==> config.mk <==
export PLATFORM = sky130hd
export DESIGN_NAME = jpeg_baseline_header_parser
export DESIGN_NICKNAME = d
export VERILOG_FILES = /design/src/hdl/jbhp_pkg.sv /design/src/hdl/jbhp_ctrl.sv /design/src/hdl/jbhp_dp.sv /design/src/hdl/jpeg_baseline_header_parser.sv
export SDC_FILE = /design/constraint.sdc
export NUM_CORES = 1
export LEC_CHECK = 0
export BUFFER_PORTS_ARGS = -buffer_cell sky130_fd_sc_hd__buf_4
export CORE_AREA = 2 2 166 184
export CTS_CLUSTER_DIAMETER = 50
export DETAILED_ROUTE_END_ITERATION = 8
export DIE_AREA = 0 0 168 186
export PLACE_DENSITY_LB_ADDON = 0.15
export SYNTH_ARGS = -nofsm -noshare
export SYNTH_HDL_FRONTEND = slang
export SYNTH_SLANG_ARGS = --single-unit
==> constraint.sdc <==
create_clock -name clk -period 11.1 [get_ports clk]
set_input_delay 1.11 -clock clk [delete_from_list [all_inputs] [get_ports clk]]
set_output_delay 1.11 -clock clk [all_outputs]
set_load 0.05 [all_outputs]
==> src/hdl/jbhp_pkg.sv <==
// Package: event codes, parser phases, command and status types
package jbhp_pkg;

  localparam logic [3:0] EV_QUANT   = 4'd0;
  localparam logic [3:0] EV_FRAME   = 4'd1;
  localparam logic [3:0] EV_COMP    = 4'd2;
  localparam logic [3:0] EV_HUFF    = 4'd3;
  localparam logic [3:0] EV_SCAN    = 4'd4;
  localparam logic [3:0] EV_DONE    = 4'd5;
  localparam logic [3:0] EV_UNKNOWN = 4'd6;
  localparam logic [3:0] EV_BAD_SOI = 4'd7;
  localparam logic [3:0] EV_BAD_DQT = 4'd8;
  localparam logic [3:0] EV_BAD_DHT = 4'd9;
  localparam logic [3:0] EV_BAD_SOS = 4'd10;

  localparam logic [15:0] MK_SOI  = 16'hFFD8;
  localparam logic [15:0] MK_APP0 = 16'hFFE0;
  localparam logic [15:0] MK_COM  = 16'hFFFE;
  localparam logic [15:0] MK_DQT  = 16'hFFDB;
  localparam logic [15:0] MK_DHT  = 16'hFFC4;
  localparam logic [15:0] MK_SOF0 = 16'hFFC0;
  localparam logic [15:0] MK_SOS  = 16'hFFDA;
  localparam logic [6:0]  QUANT_ENTRIES = 7'd64;

  typedef enum logic [17:0] {
    PH_SOI_HI    = 18'h00001,
    PH_SOI_LO    = 18'h00002,
    PH_MARK_HI   = 18'h00004,
    PH_MARK_LO   = 18'h00008,
    PH_LEN_HI    = 18'h00010,
    PH_LEN_LO    = 18'h00020,
    PH_SKIP      = 18'h00040,
    PH_DQT_HEAD  = 18'h00080,
    PH_DQT_ENTRY = 18'h00100,
    PH_SOF_HEAD  = 18'h00200,
    PH_SOF_COMP  = 18'h00400,
    PH_DHT_HEAD  = 18'h00800,
    PH_DHT_COUNT = 18'h01000,
    PH_DHT_CODES = 18'h02000,
    PH_SOS_COUNT = 18'h04000,
    PH_SOS_COMP  = 18'h08000,
    PH_DONE      = 18'h10000,
    PH_HALT      = 18'h20000
  } phase_t;

  typedef struct packed {
    logic [3:0]  event_res;
    logic [1:0]  slot;
    logic [5:0]  position;
    logic [15:0] value;
    logic [15:0] second_value;
    logic [3:0]  factor_h;
    logic [3:0]  factor_v;
    logic [7:0]  table_a;
    logic [3:0]  table_b;
    logic        table_class;
    logic [2:0]  component_count;
  } event_t;

  // datapath status seen by the controller
  typedef struct packed {
    logic [15:0] word;
    logic        rem_zero_next;
    logic        len_le2;
    logic [7:0]  byte_counter;
    logic [2:0]  frame_components;
    logic [7:0]  frame_total;
    logic [7:0]  item_index;
    logic [7:0]  scan_total;
    logic [11:0] code_total;
    logic [11:0] code_sum;
  } dp_status_t;

  // controller commands to the datapath
  typedef struct packed {
    logic   step;
    phase_t phase;
    phase_t seg_kind;
  } dp_cmd_t;

endpackage

==> src/hdl/jbhp_ctrl.sv <==
// Controller: phase state machine and segment kind
module jbhp_ctrl (
  input  logic                clk,
  input  logic                rst,
  input  logic                step,
  input  logic [7:0]          data_byte,
  input  jbhp_pkg::dp_status_t st,
  output jbhp_pkg::dp_cmd_t   cmd
);
  import jbhp_pkg::*;

  phase_t phase, phase_next, body_next;
  phase_t seg_kind, seg_kind_next;
  logic   nolen;
  logic [7:0] lo;

  always_comb begin
    lo = st.word[7:0];
    nolen = (st.word[15:8] != 8'hFF) || lo == 8'h00 || lo == 8'h01 || lo == 8'hFF ||
            (lo >= 8'hD0 && lo <= 8'hD9);
  end

  always_comb begin
    body_next = phase;
    case (phase)
      PH_DQT_HEAD:  body_next = (data_byte[7:4] != 4'd0) ? PH_HALT : PH_DQT_ENTRY;
      PH_DQT_ENTRY: body_next = (st.byte_counter == 8'd63) ? PH_DQT_HEAD : PH_DQT_ENTRY;
      PH_SOF_HEAD:
        if (st.byte_counter >= 8'd5) begin
          body_next = (data_byte != 8'd0) ? PH_SOF_COMP : PH_SKIP;
        end
      PH_SOF_COMP:
        if (st.byte_counter >= 8'd2 && (st.item_index + 8'd1) >= st.frame_total) begin
          body_next = PH_SKIP;
        end
      PH_DHT_HEAD:  body_next = (data_byte[7:5] != 3'd0) ? PH_HALT : PH_DHT_COUNT;
      PH_DHT_COUNT:
        if (st.byte_counter == 8'd15) begin
          body_next = (st.code_sum != 12'd0) ? PH_DHT_CODES : PH_DHT_HEAD;
        end
      PH_DHT_CODES: if (st.code_total == 12'd1) body_next = PH_DHT_HEAD;
      PH_SOS_COUNT:
        if (data_byte != {5'd0, st.frame_components}) body_next = PH_HALT;
        else body_next = (data_byte != 8'd0) ? PH_SOS_COMP : PH_SKIP;
      PH_SOS_COMP:
        if (st.byte_counter != 8'd0 && (st.item_index + 8'd1) >= st.scan_total) begin
          body_next = PH_SKIP;
        end
      default: body_next = phase;
    endcase
  end

  always_comb begin
    phase_next = phase;
    seg_kind_next = seg_kind;
    case (phase)
      PH_SOI_HI:  phase_next = PH_SOI_LO;
      PH_MARK_HI: phase_next = PH_MARK_LO;
      PH_SOI_LO:  phase_next = (st.word == MK_SOI) ? PH_MARK_HI : PH_HALT;
      PH_MARK_LO: begin
        phase_next = PH_LEN_HI;
        case (st.word)
          MK_APP0, MK_COM: seg_kind_next = PH_SKIP;
          MK_DQT:  seg_kind_next = PH_DQT_HEAD;
          MK_SOF0: seg_kind_next = PH_SOF_HEAD;
          MK_DHT:  seg_kind_next = PH_DHT_HEAD;
          MK_SOS:  seg_kind_next = PH_SOS_COUNT;
          default: begin
            seg_kind_next = PH_SKIP;
            if (nolen) phase_next = PH_MARK_HI;
          end
        endcase
      end
      PH_LEN_HI: phase_next = PH_LEN_LO;
      PH_LEN_LO:
        if (st.len_le2) phase_next = (seg_kind == PH_SOS_COUNT) ? PH_DONE : PH_MARK_HI;
        else phase_next = seg_kind;
      PH_DONE, PH_HALT: phase_next = phase;
      default:
        if (body_next == PH_HALT) phase_next = PH_HALT;
        else if (st.rem_zero_next) phase_next = (seg_kind == PH_SOS_COUNT) ? PH_DONE : PH_MARK_HI;
        else phase_next = body_next;
    endcase
  end

  always_ff @(posedge clk) begin
    if (rst) begin
      phase <= PH_SOI_HI;
      seg_kind <= PH_SKIP;
    end else if (step) begin
      phase <= phase_next;
      seg_kind <= seg_kind_next;
    end
  end

  assign cmd.step = step;
  assign cmd.phase = phase;
  assign cmd.seg_kind = seg_kind;
endmodule

==> src/hdl/jbhp_dp.sv <==
// Datapath: counters, field assembly, component store and event build
module jbhp_dp #(
  parameter int MAX_COMPONENTS = 4,
  parameter int TABLE_SLOTS = 4
) (
  input  logic                 clk,
  input  logic                 rst,
  input  logic [7:0]           data_byte,
  input  jbhp_pkg::dp_cmd_t    cmd,
  output jbhp_pkg::dp_status_t st,
  output logic                 ev_valid,
  output jbhp_pkg::event_t     ev,
  output logic                 done_valid,
  output jbhp_pkg::event_t     done_ev
);
  import jbhp_pkg::*;

  logic [15:0] remaining_length;
  logic [7:0]  byte_counter;
  logic [15:0] field_shift;
  logic [1:0]  current_table;
  logic [11:0] code_total;
  logic [7:0]  stored_ids [MAX_COMPONENTS];
  logic [2:0]  frame_components;
  logic [7:0]  quant_table_count, huffman_table_count;
  logic [7:0]  item_index, scan_total, frame_precision, frame_total;
  logic [15:0] frame_height;
  logic [15:0] word, rem_next;
  logic [1:0]  slot_mod;
  logic        body, match_found, body_ends;
  logic [1:0]  match_pos;

  assign word = {field_shift[7:0], data_byte};
  assign rem_next = remaining_length - 16'd1;
  assign body = !(cmd.phase inside {PH_SOI_HI, PH_SOI_LO, PH_MARK_HI, PH_MARK_LO,
                   PH_LEN_HI, PH_LEN_LO, PH_DONE, PH_HALT});

  always_comb begin
    slot_mod = '0;
    for (int k = 0; k < 16; k++) begin
      if (data_byte[3:0] == 4'(k)) slot_mod = 2'(k % TABLE_SLOTS);
    end
  end

  always_comb begin
    match_found = 1'b0;
    match_pos = '0;
    for (int j = MAX_COMPONENTS - 1; j >= 0; j--) begin
      if (3'(j) < frame_components && stored_ids[j] == field_shift[7:0]) begin
        match_found = 1'b1;
        match_pos = 2'(j);
      end
    end
  end

  assign st.word = word;
  assign st.rem_zero_next = (rem_next == 16'd0);
  assign st.len_le2 = (word <= 16'd2);
  assign st.byte_counter = byte_counter;
  assign st.frame_components = frame_components;
  assign st.frame_total = frame_total;
  assign st.item_index = item_index;
  assign st.scan_total = scan_total;
  assign st.code_total = code_total;
  assign st.code_sum = code_total + {4'd0, data_byte};

  // does this body byte end the scan header without a halt
  always_comb begin
    body_ends = body && (rem_next == 16'd0) && cmd.seg_kind == PH_SOS_COUNT;
    if (cmd.phase == PH_DQT_HEAD && data_byte[7:4] != 4'd0) body_ends = 1'b0;
    if (cmd.phase == PH_DHT_HEAD && data_byte[7:5] != 3'd0) body_ends = 1'b0;
    if (cmd.phase == PH_SOS_COUNT && data_byte != {5'd0, frame_components}) body_ends = 1'b0;
  end

  always_ff @(posedge clk) begin
    if (rst) begin
      remaining_length <= '0; byte_counter <= '0; field_shift <= '0;
      current_table <= '0; code_total <= '0; frame_components <= '0;
      quant_table_count <= '0; huffman_table_count <= '0; item_index <= '0;
      scan_total <= '0; frame_precision <= '0; frame_total <= '0; frame_height <= '0;
    end else if (cmd.step) begin
      if (body) remaining_length <= rem_next;
      case (cmd.phase)
        PH_SOI_HI, PH_MARK_HI, PH_LEN_HI: field_shift <= {8'd0, data_byte};
        PH_LEN_LO: begin
          remaining_length <= (word >= 16'd2) ? word - 16'd2 : 16'd0;
          byte_counter <= '0;
        end
        PH_DQT_HEAD: begin
          current_table <= slot_mod;
          byte_counter <= '0;
        end
        PH_DQT_ENTRY: begin
          byte_counter <= byte_counter + 8'd1;
          if (byte_counter == 8'(QUANT_ENTRIES - 7'd1))
            quant_table_count <= quant_table_count + 8'd1;
        end
        PH_SOF_HEAD: begin
          byte_counter <= byte_counter + 8'd1;
          case (byte_counter)
            8'd0: frame_precision <= data_byte;
            8'd1: field_shift <= {8'd0, data_byte};
            8'd2: frame_height <= word;
            8'd3: field_shift <= {8'd0, data_byte};
            8'd4: field_shift <= word;
            default: begin
              frame_total <= data_byte;
              frame_components <= (data_byte > 8'(MAX_COMPONENTS)) ?
                                  3'(MAX_COMPONENTS) : data_byte[2:0];
              item_index <= '0;
              byte_counter <= '0;
            end
          endcase
        end
        PH_SOF_COMP: begin
          if (byte_counter == 8'd0) begin
            field_shift <= {8'd0, data_byte};
            byte_counter <= 8'd1;
          end else if (byte_counter == 8'd1) begin
            field_shift <= word;
            byte_counter <= 8'd2;
          end else begin
            if (item_index < 8'(MAX_COMPONENTS))
              stored_ids[item_index[1:0]] <= field_shift[15:8];
            item_index <= item_index + 8'd1;
            byte_counter <= '0;
          end
        end
        PH_DHT_HEAD:
          if (data_byte[7:5] == 3'd0) begin
            huffman_table_count <= huffman_table_count + 8'd1;
            code_total <= '0;
            byte_counter <= '0;
          end
        PH_DHT_COUNT: begin
          code_total <= code_total + {4'd0, data_byte};
          byte_counter <= byte_counter + 8'd1;
        end
        PH_DHT_CODES: code_total <= code_total - 12'd1;
        PH_SOS_COUNT: begin
          scan_total <= data_byte;
          item_index <= '0;
          byte_counter <= '0;
        end
        PH_SOS_COMP:
          if (byte_counter == 8'd0) begin
            field_shift <= {8'd0, data_byte};
            byte_counter <= 8'd1;
          end else begin
            item_index <= item_index + 8'd1;
            byte_counter <= '0;
          end
        default: ;
      endcase
    end
  end

  // build the first event that a byte gives
  always_comb begin
    ev = '0;
    ev_valid = 1'b0;
    case (cmd.phase)
      PH_SOI_LO:
        if (word != MK_SOI) begin
          ev_valid = 1'b1; ev.event_res = EV_BAD_SOI; ev.value = word;
        end
      PH_MARK_LO:
        if (!(word == MK_APP0 || word == MK_COM || word == MK_DQT || word == MK_SOF0 ||
              word == MK_DHT || word == MK_SOS)) begin
          ev_valid = 1'b1; ev.event_res = EV_UNKNOWN; ev.value = word;
        end
      PH_DQT_HEAD:
        if (data_byte[7:4] != 4'd0) begin
          ev_valid = 1'b1; ev.event_res = EV_BAD_DQT; ev.value = {8'd0, data_byte};
        end
      PH_DQT_ENTRY: begin
        ev_valid = 1'b1; ev.event_res = EV_QUANT; ev.slot = current_table;
        ev.position = byte_counter[5:0]; ev.value = {8'd0, data_byte};
      end
      PH_SOF_HEAD:
        if (byte_counter >= 8'd5) begin
          ev_valid = 1'b1; ev.event_res = EV_FRAME; ev.value = frame_height;
          ev.second_value = field_shift; ev.table_a = frame_precision;
          ev.component_count = (data_byte > 8'(MAX_COMPONENTS)) ?
                               3'(MAX_COMPONENTS) : data_byte[2:0];
        end
      PH_SOF_COMP:
        if (byte_counter >= 8'd2 && item_index < 8'(MAX_COMPONENTS)) begin
          ev_valid = 1'b1; ev.event_res = EV_COMP; ev.slot = item_index[1:0];
          ev.value = {8'd0, field_shift[15:8]}; ev.factor_h = field_shift[7:4];
          ev.factor_v = field_shift[3:0]; ev.table_a = data_byte;
        end
      PH_DHT_HEAD: begin
        ev_valid = 1'b1;
        if (data_byte[7:5] != 3'd0) begin
          ev.event_res = EV_BAD_DHT; ev.value = {8'd0, data_byte};
        end else begin
          ev.event_res = EV_HUFF; ev.slot = slot_mod; ev.table_class = data_byte[4];
        end
      end
      PH_SOS_COUNT:
        if (data_byte != {5'd0, frame_components}) begin
          ev_valid = 1'b1; ev.event_res = EV_BAD_SOS; ev.value = {8'd0, data_byte};
        end
      PH_SOS_COMP:
        if (byte_counter != 8'd0 && match_found) begin
          ev_valid = 1'b1; ev.event_res = EV_SCAN; ev.slot = match_pos;
          ev.value = {8'd0, field_shift[7:0]}; ev.table_a = {4'd0, data_byte[7:4]};
          ev.table_b = data_byte[3:0];
        end
      default: ;
    endcase
  end

  // done event at the end of the scan header, second after any first event of the same byte
  always_comb begin
    done_ev = '0;
    done_ev.event_res = EV_DONE;
    done_ev.value = {8'd0, quant_table_count};
    done_ev.second_value = {8'd0, huffman_table_count};
    done_ev.component_count = frame_components;
    done_valid = body_ends ||
                 (cmd.phase == PH_LEN_LO && word <= 16'd2 && cmd.seg_kind == PH_SOS_COUNT);
  end
endmodule

==> src/hdl/jpeg_baseline_header_parser.sv <==
// Top level: baseline JPEG header parser with event output register
// The first event of an accepted byte is registered and shows on m_axis in the cycle after the byte is accepted.
// Throughput: one byte per cycle; a scan component byte that also ends the header
// gives two events and holds the input until the second event is loaded.
// The output register parts the sides; input stalls while it is full and not taken.
// Reset (rst, synchronous) returns to waiting for the start-of-image marker.
module jpeg_baseline_header_parser #(
  parameter int MAX_COMPONENTS = 4,
  parameter int TABLE_SLOTS = 4
) (
  input  logic        clk,
  input  logic        rst,
  input  logic        s_axis_tvalid,
  output logic        s_axis_tready,
  input  logic [7:0]  s_axis_tdata,   // data_byte
  output logic        m_axis_tvalid,
  input  logic        m_axis_tready,
  output logic [71:0] m_axis_tdata    // event_res, slot, position, value, second_value,
                                      // factor_h, factor_v, table_a, table_b,
                                      // table_class, component_count, 4 zero bits
);
  import jbhp_pkg::*;

  dp_cmd_t    cmd;
  dp_status_t st;
  event_t     ev, done_ev;
  logic       ev_valid, done_valid, step;

  jbhp_ctrl u_ctrl (
    .clk(clk), .rst(rst), .step(step), .data_byte(s_axis_tdata),
    .st(st), .cmd(cmd)
  );

  jbhp_dp #(.MAX_COMPONENTS(MAX_COMPONENTS), .TABLE_SLOTS(TABLE_SLOTS)) u_dp (
    .clk(clk), .rst(rst), .data_byte(s_axis_tdata), .cmd(cmd), .st(st),
    .ev_valid(ev_valid), .ev(ev), .done_valid(done_valid), .done_ev(done_ev)
  );

  logic   ovalid, pend;
  event_t oev, pend_ev;
  logic   room;

  assign room = !ovalid || m_axis_tready;
  assign s_axis_tready = room && !pend;
  assign step = s_axis_tvalid && s_axis_tready;

  always_ff @(posedge clk) begin
    if (rst) begin
      ovalid <= 1'b0;
      pend <= 1'b0;
    end else if (room) begin
      if (pend) begin
        ovalid <= 1'b1; oev <= pend_ev; pend <= 1'b0;
      end else if (step && ev_valid && done_valid) begin
        ovalid <= 1'b1; oev <= ev; pend <= 1'b1; pend_ev <= done_ev;
      end else if (step && ev_valid) begin
        ovalid <= 1'b1; oev <= ev;
      end else if (step && done_valid) begin
        ovalid <= 1'b1; oev <= done_ev;
      end else begin
        ovalid <= 1'b0;
      end
    end
  end

  assign m_axis_tvalid = ovalid;
  assign m_axis_tdata = {4'd0, oev.component_count, oev.table_class, oev.table_b,
                         oev.table_a, oev.factor_v, oev.factor_h, oev.second_value,
                         oev.value, oev.position, oev.slot, oev.event_res};
endmodule

==> results.json, run 1 <==
{
  "cts_tree": "done",
  "cts_buffer_depth": 3,
  "design.core.area_um2": 29300,
  "seqCellArea_um2": 6500,
  "cp_slowest_cell": "nor2_1",
  "drive_gt1_share_pct": 11.8,
  "vias": 12700,
  "powerDensity_nw_per_um2": 152,
  "die_h_um": 186,
  "io_buffers": 81,
  "outcome": "complete, no violations",
  "drtIter0Drc": 1205,
  "ioPinCount": 86,
  "wl_per_cell_um": 22.3,
  "yosys.area.top_type": "edfxtp_1",
  "cts_setup_buffers": 0,
  "required_ns": 11.25,
  "vdd_drop_max_uv": 101,
  "num_rows": 66,
  "fp.dieW_um": 168,
  "die_area_um2": 31200,
  "skew_ns": 0.0178,
  "cts_max_level": 2,
  "num_antenna_cells": 0,
  "ant_nets": 0,
  "drc": 0,
  "overflow": 0,
  "path_cells": "nor4_2, and4_1, nand2_1, nor2_1, a2111oi_0, a41oi_1, nor2_1, a211oi_4, buf_4",
  "wl_um": 45600,
  "min_path_type": "reg -> reg",
  "antenna_found_initial": 0,
  "setup_ws_ns": 6.39,
  "place.gp.congestion": 0.991,
  "period_needed_ns": 4.71,
  "cp-start-kind": "flop",
  "cts_resized": 0,
  "fillers": 2669,
  "initial_utilization_pct": 49.5,
  "grt_max_degree": 63,
  "worstPathArrival_ns": 4.86,
  "setup_viol": 0,
  "hpwlAfterDp_um": 32500,
  "path_class": "reg -> reg",
  "fin_nets": 1701,
  "drv_cap": 0,
  "gr-usage-all-layers_pct": 28.8,
  "leakage_uw": 0.00585,
  "synth.top_cell.area_share_pct": 24.6,
  "final_hold_viol_count": 0,
  "synthCells": 1629,
  "multi_input_area_um2": 7320,
  "synth_ff_type": "dfxtp_1",
  "path_max_fanout": 62,
  "ctsRootBufferMaster": "clkbuf_16",
  "relSlewSlack_pct": 17.6,
  "cts-hold-fix-buffers": 0,
  "pre_cts_ws_ns": 6.27,
  "area_delta_synth_final_pct": 12.5,
  "clk_pin_slew_ns": 0.06,
  "final.setup.tns_ns": 0,
  "syn-cell-area_um2": 14500,
  "tightest_slew_ns": 1.23,
  "seq_area_frac_synth_pct": 44.7,
  "clk_latency_ns": 0.52,
  "drtPass1Iterations": 7,
  "ys_warn_count": 0,
  "slowest_delay_ns": 0.82,
  "async_flop_share_pct": 0,
  "grt_pass1_wl_um": 69500,
  "drv_slew": 0,
  "synth_cell_types": 94,
  "critPathMostFrequentCell": "nor2_1",
  "numCtsBuffers": 34,
  "clock.fmax_ghz": 0.212,
  "clock-sinks": 265,
  "avgSynthCellArea_um2": 8.92,
  "grt_pass1_vias": 11900,
  "synth.area.top_cells": "edfxtp_1 (25%), dfxtp_1 (20%), nand2_1 (5.4%)",
  "fin_crit_sh_pct": 42.5,
  "synth_seq_cells": 265,
  "synth_edf_count": 119,
  "cp-end-kind": "flop",
  "rsz0062_at_grt": "no",
  "viasPerCell": 6.20
}
layer usage:
layer,part of all wire (%),GRT usage [%]
met3,6.3,3.74
met4,5.1,13.9
met2,48,49.0
met5,0,0
met1,41,36.5
sequential cells by signal (all words and copies together) (netlist names):
| register | cells |
|---|---|
| u_dp.scan_total | 8 |
| u_dp.frame_components | 3 |
| u_dp.stored_ids | 32 |
| m_axis_tdata | 68 |
| u_dp.current_table | 2 |
| u_ctrl.seg_kind | 5 |
| u_dp.frame_total | 8 |
| u_ctrl.phase | 18 |
| u_dp.frame_precision | 8 |
| u_dp.field_shift | 16 |
| pend | 1 |
| m_axis_tvalid | 1 |
| u_dp.code_total | 12 |
| u_dp.quant_table_count | 8 |
| pend_ev | 19 |
| u_dp.item_index | 8 |
| u_dp.frame_height | 16 |
| u_dp.byte_counter | 8 |
| u_dp.remaining_length | 16 |
| u_dp.huffman_table_count | 8 |
cells in the mapped netlist (5+ instances only):
library cell  instances
o221ai_1              7
or3_1                13
and4_1                5
a211oi_1             11
a31oi_1              11
nor2b_1               8
or2_2                 6
ha_1                 41
nor3b_1               8
inv_1                43
xor2_1               44
mux2i_1               6
xnor2_1              45
buf_6                 9
o32ai_1               7
buf_2                 8
nand4_1              28
a21boi_0              6
dfxtp_1             146
a21o_1                6
a22oi_1              29
a222oi_1             14
a21oi_1             124
nor4_1               27
and3_1               50
and2_1               12
nand2b_1             16
o31ai_1               5
buf_4                 5
clkbuf_1             90
nor2_1              159
o21bai_1              5
edfxtp_1            119
nand2_1             209
nand3_1              46
o21ai_0              77
or4_1                 9
a32oi_1              12
nor3_1               47
nand4b_1              6
o22ai_1              10
nand3b_1              5
per-stage QoR:
step           instances  power (µW)  cell area, µm²  hold slack [ns]  util, %
6_report            2046        2490           16300            0.449     55.7
5_1_grt             2046        2580           16300            0.465     55.7
4_1_cts             2046        2500           16300            0.450     55.7
3_5_place_dp        1985        1380           15200            0.443     51.8
3_3_place_gp        1985        1380           15200            0.438     51.8
2_1_floorplan       1632        1310           14500            0.406        -
final timing paths:
path / slack (ns) / startpoint / cells after the start / endpoint
hold reg to reg: 0.45 / u_dp.scan_total[2] / 2 / u_dp.scan_total[2]
setup / recovery: 6.39 / u_ctrl.phase[1] / 9 / m_axis_tdata[60]
hold / removal: 0.45 / u_dp.scan_total[2] / 2 / u_dp.scan_total[2]
setup reg to reg: 6.39 / u_ctrl.phase[1] / 9 / m_axis_tdata[60]
where the power goes:
group          internal (µW)  total, µW  switching [µW]
Sequential              1030       1070            35.1
Clock                    684       1120             433
Combinational            106        303             197
Total                   1820       2490             666
layout make-up:
type / instances / share of cell area (%)
clock buffer: 49 / 5.93
clock inverter: 12 / 1.04
inverter: 43 / 0.988
multi-input combinational: 1203 / 44.8
sequential: 265 / 39.8
tap: 374 / 2.86
timing repair buffer: 100 / 4.60
logic make-up after synthesis:
logic type | synth area share (%)
buf+inv | 5.16
mux | 0.414
xor+xnor | 5.37
fa+ha+maj | 3.67
other cells | 0.0258
compound gates | 16.9
simple gates | 23.7
flops | 44.7
critical path: cells and delay by family (launching register included):
family                 cells  cell delay (ns)
AND/OR/NAND/NOR            5             2.15
flip-flops                 1             0.40
buffers and inverters      1             0.72
AO/OA/AOI/OAI              3             1.01
cells in the final DEF (no fill, tap or decap), types with 7 or more instances in the layout:
master,count
a211oi_1,10
or4_1,9
nor4_1,27
nand4_1,28
nand2_1,209
nand3_1,46
and2_1,12
a22oi_1,29
inv_1,43
a222oi_1,14
and3_1,50
clkbuf_1,10
nor2_1,158
edfxtp_1,119
nor2b_1,8
a21oi_1,124
xnor2_1,45
o22ai_1,10
o32ai_1,7
o221ai_1,7
nor3_1,47
xor2_1,44
o21ai_0,77
ha_1,41
nand2b_1,16
buf_4,100
dfxtp_1,146
a31oi_1,11
or3_1,13
clkbuf_16,35
a32oi_1,12
Power figures use the tool's default switching activity.
==> run 2: changes to the inputs <==
==> constraint.sdc (replaced) <==
create_clock -name clk -period 4.8 [get_ports clk]
set_input_delay 0.48 -clock clk [delete_from_list [all_inputs] [get_ports clk]]
set_output_delay 0.48 -clock clk [all_outputs]
set_load 0.05 [all_outputs]
==> results.json, run 2 (synthesis results as in run 1) <==
{
  "clock-sinks": 265,
  "cp-end-kind": "flop",
  "clock.fmax_ghz": 0.247,
  "num_rows": 66,
  "overflow": 0,
  "drive_gt1_share_pct": 12.8,
  "fin_crit_sh_pct": 84.2,
  "cts_setup_buffers": 0,
  "path_class": "reg -> reg",
  "viasPerCell": 6.20,
  "path_cells": "or4_1, or4_1, and3_1, o31ai_4, buf_4, nand2b_1, nor2_1",
  "layout_common_cells": "nand2_1 (209), nor2_1 (158), dfxtp_1 (146)",
  "critPathMostFrequentCell": "or4_1",
  "wl_um": 45100,
  "pre_cts_ws_ns": 0.847,
  "dp.cells": 1992,
  "period_needed_ns": 4.04,
  "relSlewSlack_pct": 40.2,
  "critPathTopFamily": "simple AND/OR/NAND/NOR gates",
  "cts_resized": 0,
  "vias": 12700,
  "gr-usage-all-layers_pct": 28.6,
  "antenna_found_initial": 1,
  "final_hold_viol_count": 0,
  "cts_tree": "done",
  "placed_cell_area_um2": 15300,
  "hpwlAfterDp_um": 32100,
  "area_delta_synth_final_pct": 13.8,
  "rsz0062_at_grt": "no",
  "drv_cap": 0,
  "ant_nets": 0,
  "grt_max_degree": 84,
  "multi_input_area_um2": 7320,
  "die_area_um2": 31200,
  "fin_nets": 1709,
  "vdd_drop_max_uv": 332,
  "setup_viol": 0,
  "cp_slowest_cell": "o31ai_4",
  "worst-path-buf-inv": 1,
  "ioPinCount": 86,
  "clk_latency_ns": 0.52,
  "numCtsBuffers": 35,
  "stdcell_area_um2": 16500,
  "power_uw": 5950,
  "design.core.area_um2": 29300,
  "setup_ws_ns": 0.757,
  "cp-start-kind": "flop",
  "drtPass1Iterations": 7,
  "worstPathArrival_ns": 4.29,
  "io_buffers": 81,
  "path_max_fanout": 22,
  "fillers": 2621,
  "powerDensity_nw_per_um2": 360,
  "drv_slew": 0,
  "final.setup.tns_ns": 0,
  "grt_pass1_wl_um": 69800,
  "clk_pin_slew_ns": 0.06,
  "fp.dieW_um": 168,
  "drtIter0Drc": 1383,
  "final_common_cell": "nand2_1",
  "slowest_delay_ns": 0.83,
  "min_path_type": "in -> reg",
  "leakage_uw": 0.00594,
  "wl_per_cell_um": 21.9,
  "grt_pass1_vias": 12100,
  "outcome": "complete, no violations",
  "ctsRootBufferMaster": "clkbuf_16",
  "cts_buffer_depth": 3,
  "largest_reg_flops": 68,
  "drc": 0,
  "seqCellArea_um2": 6500,
  "initial_utilization_pct": 49.5,
  "required_ns": 5.05,
  "skew_ns": 0.0216,
  "cts_max_level": 2,
  "place.gp.congestion": 0.953,
  "tightest_slew_ns": 0.896,
  "die_h_um": 186,
  "cts-hold-fix-buffers": 0,
  "stdcell_count": 2057
}
==> run 2: changes by cell type in the layout (fill, tap and decap cells not counted), sizes merged <==
cell      delta
clkbuf       -7
diode        +1
inv          +2
clkinv       +4
buf          +7
bufinv       +2
clkinvlp     +2
==> run 2: per-stage QoR <==
stage | utilization, % | hold slack, ns
after global routing | 56.4 | 0.350
after global placement | 52.1 | 0.437
after CTS | 56.4 | 0.320
after floorplan | - | 0.406
after detailed placement | 52.1 | 0.443
final | 56.4 | 0.337
==> run 2: final cells by class <==
class | instances | share of cell area [%]
multi-input cells | 1203 | 44.3
flip-flops and latches | 265 | 39.3
clock buffers | 42 | 5.83
repair buffers | 107 | 4.94
well taps | 374 | 2.83
clock inverters | 22 | 1.78
inverters | 43 | 0.977
diodes | 1 | 0.0151
==> run 2: worst paths after layout <==
check                  startpoint                    to  slack [ns]  cells after the start
min reg2reg  u_dp.frame_height[6]  u_dp.frame_height[6]        0.45                      2
min               s_axis_tdata[6]   u_dp.frame_total[6]        0.34                      3
max reg2reg  u_dp.byte_counter[4]      m_axis_tdata[55]        0.76                      7
max          u_dp.byte_counter[4]      m_axis_tdata[55]        0.76                      7
==> run 2: per-layer routing <==
layer	wire, µm	track usage (%)	share of wire [%]
met5	0	0	0
met4	1830	11.6	4.1
met3	3220	4.66	7.1
met2	21100	47.8	47
met1	18900	37.2	42
==> run 2: worst register-to-register path, cell delays in order, from the launching register on <==
cell,delay [ns]
dfxtp_1,0.35
or4_1,0.68
or4_1,0.65
and3_1,0.47
o31ai_4,0.84
buf_4,0.39
nand2b_1,0.32
nor2_1,0.09
==> run 2: power by group <==
part / switching (µW) / total [µW] / internal [µW]
clock network: 1060 / 2790 / 1730
registers: 87.9 / 2480 / 2390
logic: 440 / 685 / 245
total: 1580 / 5950 / 4360
==> run 3: changes to the inputs <==
==> constraint.sdc (replaced) <==
create_clock -name clk -period 4.2 [get_ports clk]
set_input_delay 0.42 -clock clk [delete_from_list [all_inputs] [get_ports clk]]
set_output_delay 0.42 -clock clk [all_outputs]
set_load 0.05 [all_outputs]
==> results.json, run 3 (synthesis results as in run 1) <==
{
  "worstPathArrival_ns": 4.24,
  "multi_input_area_um2": 7350,
  "path_max_fanout": 7,
  "wl_per_cell_um": 21.5,
  "viasPerCell": 6.16,
  "placed_cell_area_um2": 15400,
  "num_antenna_cells": 0,
  "area_delta_synth_final_pct": 14.4,
  "ant_nets": 0,
  "clk_pin_slew_ns": 0.06,
  "dp.cells": 2006,
  "hold_path_end": "u_dp.frame_precision[7]",
  "tightest_slew_ns": 0.871,
  "stdcell_count": 2070,
  "cp-start-kind": "flop",
  "place.gp.congestion": 0.990,
  "largest_reg_flops": 68,
  "overflow": 0,
  "cp.depth": 13,
  "hpwlAfterDp_um": 32000,
  "regToRegSetupSlack_ns": 0.39,
  "cp-end-kind": "flop",
  "layout_common_cells": "nand2_1 (208), nor2_1 (157), dfxtp_1 (146)",
  "fp.dieW_um": 168,
  "vdd_drop_max_uv": 310,
  "fillers": 2615,
  "setup_viol": 0,
  "outcome": "complete, no violations",
  "cts-hold-fix-buffers": 0,
  "rr_startpoint": "u_dp.item_index[0]",
  "grt_max_degree": 69,
  "seqCellArea_um2": 6500,
  "drive_gt1_share_pct": 13.7,
  "leakage_uw": 0.00601,
  "cts_max_level": 2,
  "final_hold_viol_count": 0,
  "grt_pass1_vias": 12100,
  "design.core.area_um2": 29300,
  "hold_depth": 3,
  "required_ns": 4.63,
  "vias": 12800,
  "rsz0062_at_grt": "no",
  "drtPass1Iterations": 6,
  "cts_setup_buffers": 0,
  "min_path_type": "in -> reg",
  "num_rows": 66,
  "fin_nets": 1723,
  "ioPinCount": 86,
  "path_cells": "and3_1, and3_1, nand3_1, xnor2_1, ha_1, nand4_1, o31ai_1, a31o_2, a21oi_1, and3_4, o211a_1, or4_1, a21oi_1",
  "reg2regPathDepth": 13,
  "powerDensity_nw_per_um2": 405,
  "r2r_end": "u_ctrl.phase[8]",
  "cts_resized": 0,
  "cp_slowest_cell": "o31ai_1",
  "die_h_um": 186,
  "final_common_cell": "nand2_1",
  "period_needed_ns": 3.81,
  "worst-path-buf-inv": 0,
  "power_uw": 6720,
  "relSlewSlack_pct": 41.7,
  "skew_ns": 0.0199,
  "die_area_um2": 31200,
  "path_class": "reg -> reg",
  "final.setup.tns_ns": 0,
  "critPathTopFamily": "simple AND/OR/NAND/NOR gates",
  "antenna_found_initial": 0,
  "ctsRootBufferMaster": "clkbuf_16",
  "grt_pass1_wl_um": 68800,
  "gr-usage-all-layers_pct": 28.4,
  "drtIter0Drc": 1451,
  "initial_utilization_pct": 49.5,
  "cts_tree": "done",
  "io_buffers": 81,
  "clk_latency_ns": 0.52,
  "clock.fmax_ghz": 0.262,
  "wl_um": 44600,
  "hp-start": "s_axis_tdata[7]",
  "clock-sinks": 265,
  "drv_cap": 0,
  "numCtsBuffers": 35,
  "fin_crit_sh_pct": 90.8,
  "cts_buffer_depth": 3,
  "drv_slew": 0,
  "stdcell_area_um2": 16600,
  "drc": 0,
  "slowest_delay_ns": 0.54
}
run 3: cell types whose count changed in the layout (fill, tap and decap cells not counted), moves of 2 or more:
cell,delta
buf_4,+14
bufinv_16,-2
clkbuf_1,+2
clkinv_2,+3
clkinvlp_4,-2
inv_6,-2
run 3: final cells by class:
| class | count | area share [%] |
|---|---|---|
| clock inverters | 19 | 1.36 |
| multi-input cells | 1203 | 44.2 |
| clock buffers | 45 | 5.99 |
| repair buffers | 121 | 5.54 |
| well taps | 374 | 2.82 |
| inverters | 43 | 0.971 |
| flip-flops and latches | 265 | 39.1 |
run 3: report_power, final:
group / internal, µW / leakage, µW / switching (µW)
logic: 291 / 0.00314 / 516
registers: 2730 / 0.00227 / 95.7
clock network: 1890 / 0.000602 / 1200
run 3: how the worst max path moves through the flow:
stage | start | endpoint | slack (ns)
after global routing | u_dp.item_index[0] | u_ctrl.phase[10] | 0.23
after global placement | s_axis_tdata[7] | m_axis_tdata[23] | 0.52
final | u_dp.item_index[0] | u_ctrl.phase[8] | 0.39
after detailed placement | u_dp.item_index[0] | u_ctrl.phase[8] | 0.49
after CTS | u_dp.item_index[0] | u_ctrl.phase[8] | 0.38
after floorplan | u_ctrl.phase[3] | m_axis_tdata[0] | -0.22
run 3: per-stage QoR:
stage | util (%) | hold slack (ns) | setup slack [ns]
after floorplan | - | 0.406 | -0.218
after CTS | 56.7 | 0.254 | 0.377
final | 56.7 | 0.272 | 0.388
after global placement | 52.5 | 0.437 | 0.516
after global routing | 56.7 | 0.275 | 0.226
after detailed placement | 52.5 | 0.444 | 0.493
run 3: layer usage:
layer / routed length [µm] / track usage [%]
met1: 18400 / 36.5
met2: 20800 / 46.8
met3: 3280 / 4.85
met4: 2110 / 13.3
met5: 0 / 0
run 3: tightest hold or removal path, stage by stage:
cell and delay, ns:
buf_4 0.18, nand2_1 0.07, a21oi_1 0.06
